**src/sv/ctlo_pkg.sv**
```systemverilog
// Package for the Cartesian tree level-order block.
// Holds the channel word types, the memory word types and shared constants.
// No dependencies.
package ctlo_pkg;

  localparam int KEY_W            = 32;
  localparam int POS_W            = 6;
  localparam int LINK_W           = 7;
  localparam int CNT_W            = 7;
  localparam int MAX_ELEMENTS_DEF = 64;

  // link code for an absent child
  localparam logic [LINK_W-1:0] NO_CHILD = 7'd64;

  typedef struct packed {
    logic signed [KEY_W-1:0] value;
    logic                    final_item;
  } in_word_t;

  typedef struct packed {
    logic [POS_W-1:0] node_position;
    logic [POS_W-1:0] node_depth;
    logic             run_end;
    logic             overflow;
  } out_word_t;

  // one tree node: key and both child links
  typedef struct packed {
    logic signed [KEY_W-1:0] key;
    logic [LINK_W-1:0]       left;
    logic [LINK_W-1:0]       right;
  } node_word_t;

  // stack entry while building, queue entry while walking
  typedef struct packed {
    logic [POS_W-1:0] node;
    logic [POS_W-1:0] depth;
  } stack_word_t;

endpackage

```
**src/sv/ctlo_ram.sv**
```systemverilog
// Simple dual-port synchronous RAM, one write and one read port.
// Read data is registered. No dependencies.
module ctlo_ram #(
  parameter int WIDTH = 8,
  parameter int DEPTH = 64,
  parameter int AW    = 6
) (
  input  logic             clk,
  input  logic             wr_en,
  input  logic [AW-1:0]    wr_addr,
  input  logic [WIDTH-1:0] wr_data,
  input  logic [AW-1:0]    rd_addr,
  output logic [WIDTH-1:0] rd_data
);

  logic [WIDTH-1:0] mem [DEPTH];
  logic [WIDTH-1:0] rd_data_r;

  // write port
  always_ff @(posedge clk) begin
    if (wr_en) begin
      mem[wr_addr] <= wr_data;
    end
  end

  // registered read port
  always_ff @(posedge clk) begin
    rd_data_r <= mem[rd_addr];
  end

  assign rd_data = rd_data_r;

endmodule

```
**src/sv/cartesian_tree_level_order_top.sv**
```systemverilog
// Cartesian tree builder with breadth-first readout; uses ctlo_pkg and ctlo_ram.
// Insert: read the stack top and its node, pop while the top key is greater, then push.
// Final word: insert, a setup step that seeds the queue with the root, then per node
// emitted: queue read, node read, two queue pushes, output load (waits while the output stalls).
// One word at a time; a dropped non-final word leaves the block idle for the next word.
// Reset (rst_n low, synchronous) clears counters and flags at once; no memory sweep.
module cartesian_tree_level_order_top
  import ctlo_pkg::*;
#(
  parameter int MAX_ELEMENTS = MAX_ELEMENTS_DEF
) (
  input  logic      clk,
  input  logic      rst_n,
  input  logic      in_valid,
  output logic      in_stall,
  input  in_word_t  in_data,
  output logic      out_valid,
  input  logic      out_stall,
  output out_word_t out_data
);

  localparam int AW = (MAX_ELEMENTS > 1) ? $clog2(MAX_ELEMENTS) : 1;
  localparam logic [CNT_W-1:0] MAX_CNT = CNT_W'(MAX_ELEMENTS);

  typedef enum logic [3:0] {
    S_IDLE, S_STK, S_KEY, S_PUSH, S_E_INIT, S_E_QRD, S_E_NRD, S_E_KIDS, S_E_RKID, S_E_OUT
  } state_t;

  state_t                  state_r, state_nxt;
  logic signed [KEY_W-1:0] key_r, key_nxt;
  logic                    final_r, final_nxt;
  logic [CNT_W-1:0]        fill_r, fill_nxt;
  logic [CNT_W-1:0]        count_r, count_nxt;
  logic [POS_W-1:0]        root_r, root_nxt;
  logic                    drop_r, drop_nxt;
  logic [LINK_W-1:0]       last_r, last_nxt;
  logic [POS_W-1:0]        top_r, top_nxt;
  logic [CNT_W-1:0]        head_r, head_nxt;
  logic [CNT_W-1:0]        tail_r, tail_nxt;
  logic [POS_W-1:0]        cur_r, cur_nxt;
  logic [POS_W-1:0]        depth_r, depth_nxt;
  logic [LINK_W-1:0]       right_r, right_nxt;
  logic                    out_valid_r, out_valid_nxt;
  out_word_t               out_data_r, out_data_nxt;

  logic              node_we, stk_we;
  logic [AW-1:0]     node_waddr, node_raddr, stk_waddr, stk_raddr;
  node_word_t        node_wdata, node_q;
  stack_word_t       stk_wdata, stk_q;
  logic [CNT_W-1:0]  fill_m1, fill_m2;
  logic [POS_W-1:0]  depth_p1;
  logic              last_node;

  assign fill_m1   = fill_r - CNT_W'(1);
  assign fill_m2   = fill_r - CNT_W'(2);
  assign depth_p1  = depth_r + POS_W'(1);
  assign last_node = (head_r + CNT_W'(1)) == count_r;

  // node store: key and child links
  ctlo_ram #(.WIDTH($bits(node_word_t)), .DEPTH(MAX_ELEMENTS), .AW(AW)) u_node_ram (
    .clk     (clk),
    .wr_en   (node_we),
    .wr_addr (node_waddr),
    .wr_data (node_wdata),
    .rd_addr (node_raddr),
    .rd_data (node_q)
  );

  // index stack while building, breadth-first queue while walking
  ctlo_ram #(.WIDTH($bits(stack_word_t)), .DEPTH(MAX_ELEMENTS), .AW(AW)) u_stk_ram (
    .clk     (clk),
    .wr_en   (stk_we),
    .wr_addr (stk_waddr),
    .wr_data (stk_wdata),
    .rd_addr (stk_raddr),
    .rd_data (stk_q)
  );

  assign in_stall  = (state_r != S_IDLE);
  assign out_valid = out_valid_r;
  assign out_data  = out_data_r;

  // sequencer: insert by popping the stack, then walk the tree level by level
  always_comb begin
    state_nxt     = state_r;
    key_nxt       = key_r;
    final_nxt     = final_r;
    fill_nxt      = fill_r;
    count_nxt     = count_r;
    root_nxt      = root_r;
    drop_nxt      = drop_r;
    last_nxt      = last_r;
    top_nxt       = top_r;
    head_nxt      = head_r;
    tail_nxt      = tail_r;
    cur_nxt       = cur_r;
    depth_nxt     = depth_r;
    right_nxt     = right_r;
    out_valid_nxt = out_valid_r;
    out_data_nxt  = out_data_r;
    node_we       = 1'b0;
    node_waddr    = '0;
    node_wdata    = '0;
    node_raddr    = '0;
    stk_we        = 1'b0;
    stk_waddr     = '0;
    stk_wdata     = '0;
    stk_raddr     = '0;

    // drop the output word once taken
    if (out_valid_r && !out_stall) begin
      out_valid_nxt = 1'b0;
    end

    case (state_r)
      S_IDLE: begin
        if (in_valid) begin
          key_nxt   = in_data.value;
          final_nxt = in_data.final_item;
          last_nxt  = NO_CHILD;
          if (count_r >= MAX_CNT) begin
            drop_nxt  = 1'b1;
            state_nxt = in_data.final_item ? S_E_INIT : S_IDLE;
          end else if (fill_r != '0) begin
            stk_raddr = fill_m1[AW-1:0];
            state_nxt = S_STK;
          end else begin
            state_nxt = S_PUSH;
          end
        end
      end
      S_STK: begin
        // stack top is out; fetch its node
        top_nxt    = stk_q.node;
        node_raddr = stk_q.node[AW-1:0];
        state_nxt  = S_KEY;
      end
      S_KEY: begin
        if (node_q.key > key_r) begin
          // pop the greater entry
          last_nxt = {1'b0, top_r};
          fill_nxt = fill_m1;
          if (fill_r > CNT_W'(1)) begin
            stk_raddr = fill_m2[AW-1:0];
            state_nxt = S_STK;
          end else begin
            state_nxt = S_PUSH;
          end
        end else begin
          // new node hangs right of the remaining top
          node_we          = 1'b1;
          node_waddr       = top_r[AW-1:0];
          node_wdata.key   = node_q.key;
          node_wdata.left  = node_q.left;
          node_wdata.right = {1'b0, count_r[POS_W-1:0]};
          state_nxt        = S_PUSH;
        end
      end
      S_PUSH: begin
        node_we          = 1'b1;
        node_waddr       = count_r[AW-1:0];
        node_wdata.key   = key_r;
        node_wdata.left  = last_r;
        node_wdata.right = NO_CHILD;
        stk_we           = 1'b1;
        stk_waddr        = fill_r[AW-1:0];
        stk_wdata.node   = count_r[POS_W-1:0];
        stk_wdata.depth  = '0;
        if (fill_r == '0) begin
          root_nxt = count_r[POS_W-1:0];
        end
        fill_nxt  = fill_r + CNT_W'(1);
        count_nxt = count_r + CNT_W'(1);
        state_nxt = final_r ? S_E_INIT : S_IDLE;
      end
      S_E_INIT: begin
        // seed the queue with the root
        stk_we          = 1'b1;
        stk_waddr       = '0;
        stk_wdata.node  = root_r;
        stk_wdata.depth = '0;
        head_nxt        = '0;
        tail_nxt        = CNT_W'(1);
        state_nxt       = S_E_QRD;
      end
      S_E_QRD: begin
        stk_raddr = head_r[AW-1:0];
        state_nxt = S_E_NRD;
      end
      S_E_NRD: begin
        cur_nxt    = stk_q.node;
        depth_nxt  = stk_q.depth;
        node_raddr = stk_q.node[AW-1:0];
        state_nxt  = S_E_KIDS;
      end
      S_E_KIDS: begin
        right_nxt = node_q.right;
        if (node_q.left < count_r) begin
          stk_we          = 1'b1;
          stk_waddr       = tail_r[AW-1:0];
          stk_wdata.node  = node_q.left[POS_W-1:0];
          stk_wdata.depth = depth_p1;
          tail_nxt        = tail_r + CNT_W'(1);
        end
        state_nxt = S_E_RKID;
      end
      S_E_RKID: begin
        if (right_r < count_r) begin
          stk_we          = 1'b1;
          stk_waddr       = tail_r[AW-1:0];
          stk_wdata.node  = right_r[POS_W-1:0];
          stk_wdata.depth = depth_p1;
          tail_nxt        = tail_r + CNT_W'(1);
        end
        state_nxt = S_E_OUT;
      end
      S_E_OUT: begin
        // load the output word when the register is free
        if (!out_valid_r || !out_stall) begin
          out_valid_nxt              = 1'b1;
          out_data_nxt.node_position = cur_r;
          out_data_nxt.node_depth    = depth_r;
          out_data_nxt.run_end       = last_node;
          out_data_nxt.overflow      = drop_r;
          head_nxt                   = head_r + CNT_W'(1);
          if (last_node) begin
            count_nxt = '0;
            fill_nxt  = '0;
            root_nxt  = '0;
            drop_nxt  = 1'b0;
            state_nxt = S_IDLE;
          end else begin
            state_nxt = S_E_QRD;
          end
        end
      end
      default: begin
        state_nxt = S_IDLE;
      end
    endcase
  end

  // hold state and registered outputs
  always_ff @(posedge clk) begin
    if (!rst_n) begin
      state_r     <= S_IDLE;
      fill_r      <= '0;
      count_r     <= '0;
      root_r      <= '0;
      drop_r      <= 1'b0;
      out_valid_r <= 1'b0;
    end else begin
      state_r     <= state_nxt;
      fill_r      <= fill_nxt;
      count_r     <= count_nxt;
      root_r      <= root_nxt;
      drop_r      <= drop_nxt;
      out_valid_r <= out_valid_nxt;
    end
    key_r      <= key_nxt;
    final_r    <= final_nxt;
    last_r     <= last_nxt;
    top_r      <= top_nxt;
    head_r     <= head_nxt;
    tail_r     <= tail_nxt;
    cur_r      <= cur_nxt;
    depth_r    <= depth_nxt;
    right_r    <= right_nxt;
    out_data_r <= out_data_nxt;
  end

endmodule

```
**config.mk**
```make
export PLATFORM = sky130hd
export DESIGN_NAME = cartesian_tree_level_order_top
export DESIGN_NICKNAME = d
export VERILOG_FILES = /design/src/sv/ctlo_pkg.sv /design/src/sv/ctlo_ram.sv /design/src/sv/cartesian_tree_level_order_top.sv
export SDC_FILE = /design/constraint.sdc
export NUM_CORES = 2
export LEC_CHECK = 0
export BUFFER_PORTS_ARGS = -buffer_cell sky130_fd_sc_hd__clkbuf_2
export CORE_MARGIN = 2
export CORE_UTILIZATION = 30
export DETAILED_ROUTE_END_ITERATION = 8
export HOLD_SLACK_MARGIN = 0.06
export PLACE_DENSITY = 0.47
export RECOVER_POWER = 100
export SYNTH_ARGS = -nofsm -noshare
export SYNTH_HDL_FRONTEND = slang
export SYNTH_SLANG_ARGS = --single-unit
export TNS_END_PERCENT = 20
```
**constraint.sdc**
```tcl
create_clock -name clk -period 13.2 [get_ports clk]
set_clock_uncertainty 0.15 [all_clocks]
set_input_delay 2.64 -clock clk [delete_from_list [all_inputs] [get_ports clk]]
set_output_delay 2.64 -clock clk [all_outputs]
set_load 0.01 [all_outputs]
```
==> flow_summary.json <==
{
  "status": "complete, but fails checks",
  "violations": "capacitance limit, slew limit",
  "drive_above_1_share_pct": 10.22,
  "synth_top_cell_area_share_pct": 74.82,
  "r2r_setup_slack_ps": 3060,
  "r2r-end": "u_node_ram.mem[40][12]",
  "holdPathEnd": "right_r[1]",
  "place.gp.congestion": 0.8372,
  "grt_pass1_wl_um": 672400,
  "drc_errors": 0,
  "rows": 262,
  "cts_made_buffers": 410,
  "hold_path_depth": 0,
  "fin_tns_setup_ps": 0,
  "path_clk_slew_ps": 60,
  "post_cts_resized": 0,
  "cellLeakagePower_nw": 53.87,
  "grt_overflow": 0,
  "ys_warn_count": 0,
  "reg2regPathDepth": 9,
  "maxSlewHeadroom_pct": -214.9,
  "min_from": "u_node_ram.rd_data[1]",
  "grt_start_max_net_pins": 209,
  "start_kind": "register",
  "ys_seq_area_share_pct": 75.92,
  "synthArstFlopShare_pct": 0,
  "start_util_pct": 30.05,
  "ant_nets": 0,
  "antenna_found_initial": 21,
  "ys_seq_elements": 3888,
  "hp-class": "register to register",
  "synthFlopType": "edfxtp_1",
  "cts_sinks": 3888,
  "die_area_um2": 514600,
  "final_nets": 9943,
  "r2r_start": "state_r[3]",
  "p_per_area_nw_per_um2": 196.7,
  "coreArea_um2": 508100,
  "io_pins": 53,
  "die_h_um": 717.4,
  "crit_type": "register to register",
  "finalSetupViolCount": 0,
  "n_fill_cell": 48570,
  "arrival_ps": 10560,
  "timing.final.crit_share_pct": 76.79,
  "dp_hpwl_um": 259500,
  "die_x_um": 717.4,
  "max_freq_mhz": 98.65,
  "synth_edf_count": 3804,
  "wire_per_inst_um": 28.18,
  "hold_viol_final": 0,
  "first_pass_iters": 7,
  "wirelength_um": 477100,
  "grtUsageTotal_pct": 17.95,
  "yosysUniqueCellTypes": 86,
  "yosysTopAreaCell": "edfxtp_1",
  "vdd_drop_max_uv": 186.9,
  "cts_tree": "done",
  "ctsRootBufferMaster": "clkbuf_16",
  "syn-num-nets": 9869,
  "slew_violations": 4519,
  "fin_cells": 16930,
  "postCtsSetupBuffers": 0,
  "worstPathMaxFanout": 72,
  "via_per_inst": 5.321,
  "netlist_top_cells_area": "edfxtp_1 (75%), nand2_1 (3.2%), mux4_2 (2.7%)",
  "place_inst": 16170,
  "place.port_buffers": 52,
  "synth_cells": 9776,
  "max-cap-violations": 109,
  "rsz0062_at_grt": "false",
  "syn_avg_cell_area_um2": 15.62,
  "setup_slack_ps": 3063,
  "area_growth_pct": 13.83,
  "cts_max_level": 5,
  "clkLatencyLatePin_ps": 1000,
  "cts_hold_buf": 0,
  "grt_pass1_vias": 88200,
  "crit_required_ps": 13620,
  "cp-end-kind": "register",
  "syn_area_um2": 152700,
  "cts_max_path_buffers": 4,
  "tightest_slew_ps": 4674,
  "num_vias": 90100,
  "dpl_worst_slack_ps": 5709,
  "drt_iter0_markers": 9555,
  "fin_crit_ps": 10140
}
## cell families (layout without fill, tap and decap cells)
family	count (synthesis)	in the layout	share of synthesized area [%]
flops	3888	3888	75.92
other cells	0	12	0
simple gates	2175	2175	6.366
xor+xnor	32	32	0.1836
compound gates	2474	2474	10.96
mux	377	377	3.990
fa+ha+maj	56	56	0.4589
buf+inv	774	1186	2.121
## per-layer routing
metal  vias up  part of all wire (%)  global-route usage [%]
li1      38980                     -                       -
met1     47440                    44                   25.24
met2      3020                    47                   29.51
met3       647                   5.8                   2.248
met4         8                   2.7                   4.487
met5         -                 0.010                       0
## critical path: stages, from the launching register on
cell,delay [ps]
dfxtp_1,610
inv_1,220
nand3_1,1010
clkinvlp_2,1890
clkbuf_1,1610
a2bb2oi_1,790
nand2_1,570
nor2_4,250
clkbuf_1,1770
buf_4,840
## synth_stat cells, drive strengths merged (5+ instances only)
| cell | instances |
|---|---|
| a311o | 5 |
| xor2 | 11 |
| o22ai | 411 |
| clkbuf | 505 |
| nor3 | 24 |
| o21ai | 450 |
| nor4 | 19 |
| o41ai | 8 |
| a22o | 23 |
| nor2b | 11 |
| dfxtp | 84 |
| mux4 | 184 |
| a211oi | 428 |
| a32oi | 22 |
| a21oi | 157 |
| nand2b | 9 |
| a21boi | 11 |
| a31oi | 429 |
| edfxtp | 3804 |
| xnor2 | 21 |
| o221ai | 368 |
| buf | 208 |
| a211o | 6 |
| and3 | 17 |
| mux2i | 181 |
| ha | 56 |
| nor2 | 217 |
| nand2 | 1293 |
| a221oi | 22 |
| a22oi | 49 |
| a222oi | 11 |
| o31ai | 8 |
| o211ai | 11 |
| nand4 | 16 |
| a21o | 14 |
| inv | 60 |
| nand3 | 137 |
| mux2 | 12 |
| and2 | 422 |
## worst max-delay path by stage
stage / startpoint / end / slack (ps) / cells after the start
final: state_r[3] / u_node_ram.mem[40][12] / 3060 / 9
after global routing: state_r[3] / u_node_ram.mem[40][12] / 2650 / 9
after CTS: state_r[0] / u_node_ram.rd_data[29] / 5730 / 12
after detailed placement: in_valid / u_stk_ram.rd_data[5] / 5710 / 14
after global placement: in_valid / u_stk_ram.rd_data[5] / 5760 / 14
after floorplan: count_r[1] / u_stk_ram.mem[0][10] / 7800 / 10
## flip-flops by register name (all words and copies together) (netlist names), 12 cells and up
name                cells
u_node_ram.mem       2944
u_node_ram.rd_data     46
u_stk_ram.rd_data      12
key_r                  32
out_data               14
u_stk_ram.mem         768
## power by group
group          internal [mW]  total, mW  switching (mW)
Combinational           2.49       8.45            5.96
Clock                   6.22       11.1            4.85
Sequential              14.4       14.7           0.219
Total                   23.1       34.2            11.0
## final cells by class
class                           instances  area (µm²)  share of cell area [%]
Sequential cell                      3888      115900                   66.70
Multi-Input combinational cell       5114       34230                   19.69
Clock buffer                          527       10920                   6.283
Tap cell                             6732        8423                   4.847
Timing Repair Buffer                  375        2280                   1.312
Clock inverter                        223        1760                   1.013
Inverter                               61       230.2                  0.1325
Antenna cell                           12       30.03                 0.01728
## layout by cell type (no fill, tap or decap), drive strengths merged, types with 12 or more instances in the layout
| cell | Yosys | final |
|---|---|---|
| dfxtp | 84 | 84 |
| diode | 0 | 12 |
| nand4 | 16 | 16 |
| mux2 | 12 | 12 |
| clkinv | 1 | 182 |
| inv | 60 | 71 |
| ha | 56 | 56 |
| mux2i | 181 | 181 |
| xnor2 | 21 | 21 |
| a31oi | 429 | 429 |
| a22o | 23 | 23 |
| nor3 | 24 | 24 |
| o221ai | 368 | 368 |
| a21o | 14 | 14 |
| and2 | 422 | 422 |
| a211oi | 428 | 428 |
| a32oi | 22 | 22 |
| a22oi | 49 | 49 |
| nand3 | 137 | 137 |
| buf | 208 | 184 |
| mux4 | 184 | 184 |
| and3 | 17 | 17 |
| o22ai | 411 | 411 |
| nor2 | 217 | 217 |
| a21oi | 157 | 157 |
| o21ai | 450 | 450 |
| edfxtp | 3804 | 3804 |
| nand2 | 1293 | 1293 |
| clkbuf | 505 | 718 |
| bufinv | 0 | 20 |
| nor4 | 19 | 19 |
| a221oi | 22 | 22 |
## through the flow
step | utilization, % | hold slack, ps | total power [mW] | instance area [µm²]
final | 34.20 | 255.8 | 34.17 | 173800
after global placement | 31.91 | 247.3 | 23.28 | 162100
after floorplan | - | 235.5 | 20.12 | 152700
after CTS | 34.40 | 256.9 | 34.39 | 174800
after detailed placement | 31.91 | 241.8 | 23.35 | 162100
after global routing | 34.20 | 268.0 | 35.46 | 173800
Note: power is estimated with default switching activity, not from simulation.
